--- config.mk ---
export PLATFORM = sky130hd
export DESIGN_NAME = address_region_table
export DESIGN_NICKNAME = d
export VERILOG_FILES = /design/src/rtl/art_pkg.sv /design/src/rtl/art_ram.sv /design/src/rtl/address_region_table.sv
export SDC_FILE = /design/constraint.sdc
export NUM_CORES = 2
export LEC_CHECK = 0
export BUFFER_PORTS_ARGS = -buffer_cell sky130_fd_sc_hd__buf_2
export CORE_MARGIN = 1
export CORE_UTILIZATION = 30
export CTS_CLUSTER_SIZE = 24
export DETAILED_ROUTE_END_ITERATION = 10
export HOLD_SLACK_MARGIN = 0.03
export PLACE_DENSITY = 0.54
export RECOVER_POWER = 25
export SETUP_SLACK_MARGIN = 0.2
export SYNTH_ARGS = -nofsm -noshare
export SYNTH_HDL_FRONTEND = slang
export SYNTH_SLANG_ARGS = --single-unit
export TNS_END_PERCENT = 30
--- constraint.sdc ---
create_clock -name clk_i -period 15.9 [get_ports clk_i]
set_input_delay 4.77 -clock clk_i [delete_from_list [all_inputs] [get_ports clk_i]]
set_output_delay 4.77 -clock clk_i [all_outputs]
set_load 0.01 [all_outputs]
--- src/rtl/art_pkg.sv ---
//------------------------------------------------------------------------------
// art_pkg: shared types and constants of the address region table
// Holds the slot geometry, operation and status codes and the entry layout.
//------------------------------------------------------------------------------
`default_nettype none

package art_pkg;

  localparam int unsigned MaxRegions = 16;
  localparam int unsigned SlotW      = 4;
  localparam int unsigned EntryW     = 72;  // start, length, flags
  localparam logic [31:0] UserLimit  = 32'hC000_0000;

  typedef enum logic [1:0] {
    FUNC_FIND   = 2'd0,
    FUNC_CREATE = 2'd1,
    FUNC_RESIZE = 2'd2,
    FUNC_DELETE = 2'd3
  } func_e;

  typedef enum logic [3:0] {
    ST_OK        = 4'd0,
    ST_NOT_FOUND = 4'd1,
    ST_KERNEL    = 4'd2,
    ST_MISALIGN  = 4'd3,
    ST_WRAPS     = 4'd4,
    ST_RANGE     = 4'd5,
    ST_OVERLAP   = 4'd6,
    ST_FULL      = 4'd7,
    ST_BAD_SLOT  = 4'd8
  } status_e;

  typedef enum logic [2:0] {
    S_IDLE,
    S_SCAN,
    S_SLOT,
    S_DECIDE,
    S_OUT
  } state_e;

  localparam logic CfgKernel = 1'b0;
  localparam logic CfgMask   = 1'b1;

  typedef struct packed {
    logic [31:0] start;
    logic [31:0] length;
    logic [7:0]  flags;
  } entry_t;

endpackage

`default_nettype wire

--- src/rtl/art_ram.sv ---
//------------------------------------------------------------------------------
// art_ram: generic single-port RAM
// One write or read per cycle, read data registered.
//------------------------------------------------------------------------------
`default_nettype none

module art_ram #(
  parameter int unsigned Width = 8,
  parameter int unsigned Depth = 16
) (
  input  wire logic                     clk_i,
  input  wire logic                     we_i,
  input  wire logic [$clog2(Depth)-1:0] addr_i,
  input  wire logic [Width-1:0]         wdata_i,
  output logic      [Width-1:0]         rdata_o
);

  logic [Width-1:0] mem_q [Depth];

  // write or read one entry
  always_ff @(posedge clk_i) begin
    if (we_i) begin
      mem_q[addr_i] <= wdata_i;
    end
    rdata_o <= mem_q[addr_i];
  end

endmodule

`default_nettype wire

--- src/rtl/address_region_table.sv ---
//------------------------------------------------------------------------------
// address_region_table: slot table of non-overlapping user address regions
// Find, create, resize and delete regions held in a single-port entry RAM.
//------------------------------------------------------------------------------
// Usage:
//   Requests enter on s_axis (func, address, length, flags, slot in tdata),
//   one result leaves on m_axis per request. Registers are written through
//   cfg_we_i / cfg_idx_i / cfg_wdata_i; the user must write them only while
//   the block is idle, which the block itself does not enforce.
//   Each request walks the entry RAM once, one slot a cycle, with registered
//   read data. Find and create go from IDLE through SCAN to DECIDE, which
//   hands the result to the output register and returns to IDLE. Resize and
//   delete first read the addressed slot in SLOT before SCAN. The single RAM
//   port makes the walk serial. s_axis_tready is high only while idle; a new
//   request is taken once the result is handed to the output register, so one
//   result may wait while the next request scans. Reset clears valid bits
//   and control state and sets the mask to all ones; the entry RAM needs
//   no clearing since an entry is used only while its valid bit is set.
//   A stalled receiver holds the result; a further result waits in DECIDE.
//------------------------------------------------------------------------------
`default_nettype none

module address_region_table (
  input  wire logic        clk_i,
  input  wire logic        rst_ni,
  input  wire logic        cfg_we_i,
  input  wire logic        cfg_idx_i,
  input  wire logic [7:0]  cfg_wdata_i,
  input  wire logic        s_axis_tvalid,
  output logic             s_axis_tready,
  // func[1:0], address[33:2], length[65:34], flags[73:66], slot[77:74]
  input  wire logic [79:0] s_axis_tdata,
  output logic             m_axis_tvalid,
  input  wire logic        m_axis_tready,
  // status[3:0], found_slot[7:4], region_start[39:8], region_length[71:40],
  // region_flags[79:72], freed_start[111:80], freed_end[143:112]
  output logic [143:0]     m_axis_tdata
);
  import art_pkg::*;

  state_e state_q, state_d;
  logic       kernel_q;
  logic [7:0] mask_q;
  logic [MaxRegions-1:0] valid_q;

  // request
  logic [1:0]  func_q;
  logic [31:0] addr_q, len_q, end_lo_q;
  logic [7:0]  flg_q;
  logic [SlotW-1:0] sl_q;
  logic        end_c_q;

  // scan
  logic [SlotW:0]   cnt_q;       // issue counter
  logic [SlotW-1:0] rd_q;        // slot whose data arrives
  logic             rd_v_q;
  logic             found_q, prev_v_q, next_v_q, free_v_q;
  logic [SlotW-1:0] found_s_q, free_s_q;
  logic [31:0] prev_st_q, prev_len_q, next_st_q;
  entry_t      hit_q;

  // output register
  logic         out_v_q;
  logic [143:0] out_q;

  // RAM
  logic             we;
  logic [SlotW-1:0] ram_a;
  entry_t           wdat, rdat;

  art_ram #(.Width(EntryW), .Depth(MaxRegions)) u_ram (
    .clk_i  (clk_i),
    .we_i   (we),
    .addr_i (ram_a),
    .wdata_i(wdat),
    .rdata_o(rdat)
  );

  assign s_axis_tready = (state_q == S_IDLE);
  assign m_axis_tvalid = out_v_q;
  assign m_axis_tdata  = out_q;

  // scan-side compares on returning data
  logic [32:0] re_sum;
  logic        rv;
  assign re_sum = {1'b0, rdat.start} + {1'b0, rdat.length};
  assign rv     = rd_v_q && valid_q[rd_q];

  // decide-stage values (hit_q holds the addressed slot for resize/delete)
  logic [32:0] nend, pend, oend;
  logic [143:0] res;
  logic         wr_en, clr_en;
  logic [SlotW-1:0] wr_s;
  entry_t       wr_e;
  status_e      st;
  assign nend = {1'b0, hit_q.start} + {1'b0, len_q};
  assign oend = {1'b0, hit_q.start} + {1'b0, hit_q.length};
  assign pend = {1'b0, prev_st_q} + {1'b0, prev_len_q};

  always_comb begin
    st = ST_OK; res = '0; wr_en = 1'b0; clr_en = 1'b0;
    wr_s = sl_q; wr_e = hit_q;
    case (func_q)
      FUNC_FIND: begin
        if (kernel_q) st = ST_KERNEL;
        else if (!found_q) st = ST_NOT_FOUND;
        else begin
          res = {oend[31:0], oend[31:0], hit_q.flags, hit_q.length, hit_q.start,
                 found_s_q, 4'd0};
        end
      end
      FUNC_CREATE: begin
        if (kernel_q) st = ST_KERNEL;
        else if (addr_q[11:0] != '0 || len_q[11:0] != '0) st = ST_MISALIGN;
        else if (end_c_q) st = ST_WRAPS;
        else if (addr_q == '0 || end_lo_q >= UserLimit) st = ST_RANGE;
        else if ((prev_v_q && {1'b0, addr_q} <= pend) ||
                 (next_v_q && next_st_q <= end_lo_q)) st = ST_OVERLAP;
        else if (!free_v_q) st = ST_FULL;
        else begin
          wr_en = 1'b1; wr_s = free_s_q;
          wr_e  = '{start: addr_q, length: len_q, flags: flg_q & mask_q};
          res = {end_lo_q, end_lo_q, flg_q & mask_q, len_q, addr_q, free_s_q, 4'd0};
        end
      end
      FUNC_RESIZE: begin
        if (!valid_q[sl_q]) st = ST_BAD_SLOT;
        else if (len_q[11:0] != '0) st = ST_MISALIGN;
        else if (len_q < hit_q.length) begin
          wr_en = 1'b1; wr_e.length = len_q;
          res = {oend[31:0], nend[31:0], hit_q.flags, len_q, hit_q.start, sl_q, 4'd0};
        end
        else if (nend[32]) st = ST_WRAPS;
        else if (nend[31:0] > UserLimit) st = ST_RANGE;
        else if (next_v_q && {1'b0, next_st_q} <= nend) st = ST_OVERLAP;
        else begin
          wr_en = 1'b1; wr_e.length = len_q;
          res = {nend[31:0], nend[31:0], hit_q.flags, len_q, hit_q.start, sl_q, 4'd0};
        end
      end
      default: begin
        if (!valid_q[sl_q]) st = ST_BAD_SLOT;
        else begin
          clr_en = 1'b1;
          res = {oend[31:0], hit_q.start, hit_q.flags, 32'd0, hit_q.start, sl_q, 4'd0};
        end
      end
    endcase
    if (st != ST_OK) res = {140'd0, st};
  end

  // next state and RAM port
  logic last_issue;
  assign last_issue = (cnt_q == (SlotW+1)'(MaxRegions));
  always_comb begin
    state_d = state_q;
    we = 1'b0; ram_a = cnt_q[SlotW-1:0]; wdat = wr_e;
    case (state_q)
      S_IDLE: begin
        // read the addressed slot first so the scan can use its start
        ram_a = s_axis_tdata[77:74];
        if (s_axis_tvalid) begin
          state_d = (s_axis_tdata[1:0] == FUNC_RESIZE ||
                     s_axis_tdata[1:0] == FUNC_DELETE) ? S_SLOT : S_SCAN;
        end
      end
      S_SCAN: begin
        if (last_issue) state_d = S_DECIDE;
      end
      S_SLOT:   state_d = S_SCAN;
      S_DECIDE: begin
        if (!out_v_q || m_axis_tready) begin
          we = wr_en; ram_a = wr_s;
          state_d = S_IDLE;
        end
      end
      default:  state_d = S_IDLE;
    endcase
  end

  always_ff @(posedge clk_i or negedge rst_ni) begin
    if (!rst_ni) state_q <= S_IDLE;
    else         state_q <= state_d;
  end

  // control registers
  always_ff @(posedge clk_i or negedge rst_ni) begin
    if (!rst_ni) begin
      kernel_q <= 1'b0; mask_q <= 8'hFF; valid_q <= '0;
      out_v_q <= 1'b0; cnt_q <= '0; rd_v_q <= 1'b0;
    end else begin
      if (cfg_we_i && cfg_idx_i == CfgKernel) kernel_q <= cfg_wdata_i[0];
      if (cfg_we_i && cfg_idx_i == CfgMask)   mask_q   <= cfg_wdata_i;
      rd_v_q <= (state_q == S_SCAN) && !last_issue;
      if (state_q == S_IDLE) cnt_q <= '0;
      else if (state_q == S_SCAN && !last_issue) cnt_q <= cnt_q + 1'b1;
      if (state_q == S_DECIDE && (!out_v_q || m_axis_tready)) begin
        out_v_q <= 1'b1;
        if (wr_en)  valid_q[wr_s] <= 1'b1;
        if (clr_en) valid_q[sl_q] <= 1'b0;
      end else if (m_axis_tready) begin
        out_v_q <= 1'b0;
      end
    end
  end

  // request capture, scan accumulation and result payload
  always_ff @(posedge clk_i) begin
    rd_q <= cnt_q[SlotW-1:0];
    if (state_q == S_IDLE) begin
      func_q <= s_axis_tdata[1:0];   addr_q <= s_axis_tdata[33:2];
      len_q  <= s_axis_tdata[65:34]; flg_q  <= s_axis_tdata[73:66];
      sl_q   <= s_axis_tdata[77:74];
      {end_c_q, end_lo_q} <= {1'b0, s_axis_tdata[33:2]} + {1'b0, s_axis_tdata[65:34]};
      found_q <= 1'b0; prev_v_q <= 1'b0; next_v_q <= 1'b0; free_v_q <= 1'b0;
    end
    if (rd_v_q) begin
      // lowest free slot
      if (!valid_q[rd_q] && !free_v_q) begin
        free_v_q <= 1'b1; free_s_q <= rd_q;
      end
      if (rv) begin
        // first slot holding the address
        if (func_q == FUNC_FIND && !found_q && rdat.start <= addr_q &&
            {1'b0, addr_q} < re_sum) begin
          found_q <= 1'b1; found_s_q <= rd_q; hit_q <= rdat;
        end
        // previous neighbour: largest start <= address, lowest slot on ties
        if (rdat.start <= addr_q && (!prev_v_q || rdat.start > prev_st_q)) begin
          prev_v_q <= 1'b1; prev_st_q <= rdat.start; prev_len_q <= rdat.length;
        end
        // next neighbour: smallest start above address
        if (rdat.start > addr_q && (!next_v_q || rdat.start < next_st_q)) begin
          next_v_q <= 1'b1; next_st_q <= rdat.start;
        end
      end
    end
    // hold the addressed slot and scan relative to its start
    if (state_q == S_SLOT) begin
      hit_q <= rdat;
      addr_q <= rdat.start;
    end
    if (state_q == S_DECIDE && (!out_v_q || m_axis_tready)) out_q <= res;
  end

endmodule

`default_nettype wire

**Yosys cells after proc, flatten, opt, wreduce, memory -nomap -nowiden**

Memories as Yosys holds them, arrays and structs flattened. A register that Yosys moved wholly into a read port is not among the register bits.
Cells that the tools add are included.

- Bitwise gates (word level): 5
- Magnitude comparators: 16
- Equal/unequal tests: 11
- Muxes and demuxes: 117
- Reduce and logical (&&, ||, !) cells: 49
- Add/sub/neg operators: 6

Operators with widths:

| cell | number |
|---|---|
| 2-to-1 mux 144 bit | 15 |
| 2-to-1 mux 72 bit | 10 |
| case mux 144 bit (3 select lines) | 1 |
| 2-to-1 mux 32 bit | 9 |
| adder 32 x 32 -> 33 bit | 4 |
| <= comparator 32 x 33 -> 1 bit | 2 |
| > comparator 32 bit | 2 |
| <= comparator 32 bit | 2 |
| < comparator 32 bit | 2 |
| case mux 32 bit (2 select lines) | 1 |
| 2-to-1 mux 4 bit | 15 |
| 2-to-1 mux 16 bit | 3 |
| 2-to-1 mux 1 bit | 40 |
| < comparator 32 x 33 -> 1 bit | 1 |
| adder 32 bit | 1 |
| >= comparator 32 bit, second input constant | 1 |
| > comparator 32 bit, second input constant | 1 |
| zero test 32 bit | 1 |
| 2-to-1 mux 3 bit | 10 |
| nonzero test 12 bit | 2 |
| AND 16 bit | 1 |
| logical AND 1 bit | 16 |
| NOT 16 bit | 1 |
| bitwise OR 16 bit | 1 |
| other kinds (29) | 62 |

- Flip-flop bits (word level): 474
- Output and inout port bits: 146
- Memories: 1
- Bits in writable memories: 1,152
- Word-level logic and storage cells: 234

Memory list:

| name | words | bits a word | read ports | clocked after Yosys merged registers in | wr ports | RTL line | RTL |
|---|---|---|---|---|---|---|---|
| u_ram.mem_q | 16 | 72 | 1 | 1 | 1 | art_ram.sv:18 | `logic [Width-1:0] mem_q [Depth];` |

**Depth between registers and ports, before layout**

- Depth in word-level cells: 19
- Depth in mapped cells: 32

**Hierarchy**

Synthesis repeated with hierarchy kept, for this count alone.

- Cells, all modules: 5,188
- Area, all modules: 78,499.0 um^2

By module, submodules not included:

| module | cells an instance | area each (um^2) | instances |
|---|---|---|---|
| art_ram | 1,852 | 44,520.2 | 1 |
| address_region_table | 3,336 | 33,978.8 | 1 |

**Worst setup path before layout**

No wires, ideal clock.

- Path type: input to register
- Start point: input port m_axis_tready
- End point: memory u_ram.mem_q[5][0] (netlist bit), enable pin
- Arrival time: 16.318 ns
- Cell stages on the path: 10
- Setup slack: -1.098 ns
- Path through: nand2b_1 -> nand2_1 -> inv_1 -> o21ai_0 -> o21a_1 -> buf_2 -> buf_6 -> buf_4 -> or3_1 -> nor4_1

- Word-level cells in the longest chain between the ends: 5
- Elaborated cells between the ends (all ways): 7
- Those cells by class: mux (6); reduce/logical (1)

Ends and longest elaborated chain:

| element | RTL line | RTL |
|---|---|---|
| start, declared | address_region_table.sv:34 | `input wire logic m_axis_tready,` |
| logical OR 1 bit * | address_region_table.sv:172 | `if (!out_v_q \|\| m_axis_tready) begin` |
| 2-to-1 mux 1 bit | address_region_table.sv:172 |  |
| 2-to-1 mux 1 bit | address_region_table.sv:158 | `case (state_q)` |
| 2-to-1 mux 1 bit | art_ram.sv:22 | `if (we_i) begin` |
| 2-to-1 mux 1 bit (implied by the code) | art_ram.sv:23 | `mem_q[addr_i] <= wdata_i;` |
| end, declared | art_ram.sv:18 |  |

Every way passes the cells marked *; elsewhere a longest branch is shown, timed or not.

**Worst setup path in the final report**

- Start point: register prev_len_q[1]
- End point: register u_ram.rdata_o[31] (read register of u_ram.mem_q)

- Word-level cells in the longest chain between the ends: 12

Ends and longest elaborated chain:

| element | RTL line | RTL |
|---|---|---|
| start, declared | address_region_table.sv:59 | `logic [31:0] prev_st_q, prev_len_q, next_st_q;` |
| start signal, assigned | address_region_table.sv:230 | `prev_v_q <= 1'b1; prev_st_q <= rdat.start; prev_len_q <= rdat.length;` |
| adder 32 x 32 -> 33 bit | address_region_table.sv:98 | `assign pend = {1'b0, prev_st_q} + {1'b0, prev_len_q};` |
| <= comparator 32 x 33 -> 1 bit | address_region_table.sv:117 | `else if ((prev_v_q && {1'b0, addr_q} <= pend) \|\|` |
| logical AND 1 bit | address_region_table.sv:117 |  |
| logical OR 1 bit | address_region_table.sv:117 |  |
| 2-to-1 mux 4 bit | address_region_table.sv:117 |  |
| 2-to-1 mux 4 bit | address_region_table.sv:116 | `else if (addr_q == '0 \|\| end_lo_q >= UserLimit) st = ST_RANGE;` |
| 2-to-1 mux 4 bit | address_region_table.sv:115 | `else if (end_c_q) st = ST_WRAPS;` |
| 2-to-1 mux 4 bit | address_region_table.sv:114 | `else if (addr_q[11:0] != '0 \|\| len_q[11:0] != '0) st = ST_MISALIGN;` |
| 2-to-1 mux 4 bit | address_region_table.sv:113 | `if (kernel_q) st = ST_KERNEL;` |
| 2-to-1 mux 4 bit | address_region_table.sv:103 | `case (func_q)` |
| 2-to-1 mux 4 bit | address_region_table.sv:172 |  |
| case mux 4 bit (2 select lines) | address_region_table.sv:158 |  |
| end, declared | art_ram.sv:15 | `output logic [Width-1:0] rdata_o` |

Every way passes these cells.
A chain may end at the register's enable or synchronous reset.

==> flow_summary.toml <==
[cts]
path_clk_slew_ps = 60
clockBufferDepth = 3
tritoncts = "built"
htree_num_levels = 4
post_cts_resize_count = 0
hold_buffers = 0
post_cts_buffers = 0
cts_buffers = 181
clk-insertion-delay-late_ps = 840
root_buffer = "clkbuf_16"
clock_sinks = 1697

[placement]
place.port_buffers = 237
hpwlAfterDp_um = 167000
post-place-ws_ps = 4300
place_congestion = 0.954

[synth]
synth_commonest_cells = "edfxtp_1, mux2i_1, ha_1"
async_flop_share = 0.0200
synth_seq_cells = 1697
yosys_warnings = 0
synth.most_common_cell = "edfxtp_1"
postSynthAreaPerCell_um2 = 14.1
synthTopCellsByArea = "edfxtp_1, mux2i_1, ha_1"
synth_cells = 5780
yosys.cell_types.count = 88
synth_edf_count = 1583
syn-num-nets = 6301
ys.flop_type = "edfxtp_1"
netlist_area_mm2 = 0.0814
synth_top_cell_by_area = "edfxtp_1"
synth_top_area_share = 0.584
synth_seq_area_share = 0.614

[grt]
grt_max_degree = 132
grtUsageTotal = 0.177
grt_pass1_vias = 49000
grt_antenna_before_repair = 20
grt_first_pass_wirelength_um = 350000
grt.overflow.total = 0

[setup_path]
cp_num_buf_inv = 4
path_depth = 30
rr_endpoint = "u_ram.rdata_o[31]"
startpoint_type = "flip-flop"
r2r_slack_ps = 4290
cpPeakStageDelay_ps = 760
crit_slowest_cell = "a2111oi_0"
rr_startpoint = "prev_len_q[1]"
cp_top_family = "compound AO/OA/AOI/OAI gates"
required_ps = 16620
crit_start = "prev_len_q[1]"
end_kind = "flip-flop"
cp_common_cell = "a2111oi_0"
cp-endpoint = "u_ram.rdata_o[31]"
crit_arrival_ps = 12330
setup.worst_path.class = "reg2reg"
reg2reg_depth = 30
critPathMaxFanout = 100

[route]
ant_nets = 0
wl_per_cell_um = 25.3
vias = 50500
routed_wl_um = 248000
drt_pass1_iterations = 6
drt-initial-drc-count = 4388
vias_per_cell = 5.15
drc = 0

[run_status]
failed_checks = "capacitance limit, slew limit"
outcome = "finished, violations left"

[floorplanning]
ioPinCount = 240
start_util = 0.303
dieHeight_um = 523
core-area_mm2 = 0.269
die_area_mm2 = 0.273
num_rows = 190
fp.dieW_um = 523

[power]
seqPwrFrac = 0.345
comb_power_share = 0.434
p_leak_nw = 33.6
p_per_area_mw_per_mm2 = 204
internal_power_mw = 11.6
ir_drop_mv = 0.206
power_mw = 18.9
clkPwrFrac = 0.221
p_sw_frac = 0.389
switchingPower_mw = 7.37

[timing]
rsz0062_at_grt = "no"
finalSetupViolCount = 0
hold_viol_final = 0
final_max_slew_viol_count = 421
fin_skew_ps = 70.0
setup_ws_ps = 4290
tightest_slew_ps = 3210
finalCritPeriodShare = 0.730
fmax_mhz = 86.1
max-slew-margin-rel = -1.14
period_needed_ps = 11610

[finish]
fin_nets = 6608
n_fill_cell = 26000
multi_input_comb_area_mm2 = 0.0297
syn2layout_area_growth_pct = 14.2
seqCellArea_mm2 = 0.0500
drive_gt1_frac = 0.117

[job]
drv_cap = 10

[worst_hold_path]
hold_class = "reg2reg"
-- per-stage QoR --
step	TNS, ps	utilization	instance area (um2)	std cells	hold WS, ps
floorplan	-553390	-	81400	5780	386
global placement	0	0.325	87400	9456	395
detailed placement	0	0.325	87400	9456	391
CTS	0	0.347	93300	9796	404
global route	0	0.346	92900	9796	409
finish	0	0.346	92900	9803	406
-- power by group through the flow --
stage | clock [mW] | sequential, mW | combinational (mW)
2_1_floorplan | 0 | 6.20 | 5.91
3_3_place_gp | 0 | 6.57 | 8.11
3_5_place_dp | 0 | 6.57 | 8.22
4_1_cts | 4.28 | 6.48 | 8.25
5_1_grt | 4.45 | 6.54 | 8.92
6_report | 4.19 | 6.53 | 8.22
-- sequential cells by signal (all words and copies together) (netlist names), 5 cells and up --
| register | count |
|---|---|
| addr_q | 32 |
| cnt_q | 5 |
| end_lo_q | 32 |
| flg_q | 8 |
| hit_q | 72 |
| len_q | 32 |
| m_axis_tdata | 144 |
| mask_q | 8 |
| next_st_q | 32 |
| prev_len_q | 32 |
| prev_st_q | 32 |
| u_ram.mem_q | 1152 |
| u_ram.rdata_o | 72 |
| valid_q | 16 |
-- worst min path at each step --
stage / startpoint / endpoint / slack [ps] / depth (start not counted)
after global routing: u_ram.rdata_o[6] / hit_q[6] / 410 / 0
after global placement: u_ram.rdata_o[3] / hit_q[3] / 390 / 0
after floorplan: u_ram.rdata_o[0] / hit_q[0] / 390 / 0
after detailed placement: u_ram.rdata_o[2] / hit_q[2] / 390 / 0
after CTS: u_ram.rdata_o[2] / hit_q[2] / 400 / 0
final: u_ram.rdata_o[2] / hit_q[2] / 410 / 0
-- worst register-to-register path: cells and delay by family, from the launching register on --
kind,cells,cell delay [ps]
mux,4,1480
fa+ha+maj,2,650
flops,1,410
xor+xnor,1,300
compound gates,13,5270
buf+inv,4,2280
simple gates,6,1110
-- metal layers --
| metal | GRT usage | vias to the layer above | wire (um) |
|---|---|---|---|
| met5 | 0 | - | 21 |
| met4 | 0.0523 | 4 | 7080 |
| met3 | 0.0239 | 338 | 14800 |
| met2 | 0.274 | 1701 | 109000 |
| met1 | 0.256 | 25500 | 116000 |
| li1 | - | 22900 | - |
-- cells by family (layout without fill, tap and decap cells) --
| family | after synthesis | after routing | synth area share |
|---|---|---|---|
| other | 0 | 7 | 0 |
| xor gates and xnor gates | 140 | 140 | 0.0151 |
| AOI/OAI and AO/OA | 956 | 956 | 0.0779 |
| muxes | 1148 | 1148 | 0.147 |
| DFF | 1697 | 1697 | 0.614 |
| adders and majority gates | 427 | 427 | 0.0661 |
| and+or+nand+nor | 927 | 927 | 0.0561 |
| buffers and inverters | 485 | 949 | 0.0240 |
-- final cells by class --
type | count | share of cell area
Clock inverter | 110 | 0.0120
Timing Repair Buffer | 353 | 0.0201
Clock buffer | 230 | 0.0520
Inverter | 256 | 0.0104
Antenna cell | 7 | 0.000188
Multi-Input combinational cell | 3598 | 0.320
Sequential cell | 1697 | 0.538
Tap cell | 3552 | 0.0478
-- placed cells by master, fill, tap and decap left out, drive strengths merged, types with 85 or more instances in the layout --
master and count:
clkbuf 468, nor2 238, mux2 267, a21o 122, inv 267, a21oi 244, edfxtp 1583, o21ai 189
nand3 100, mux2i 871, nand2 212, a22oi 85, buf 115, ha 422
(Power assumes the default switching activity.)
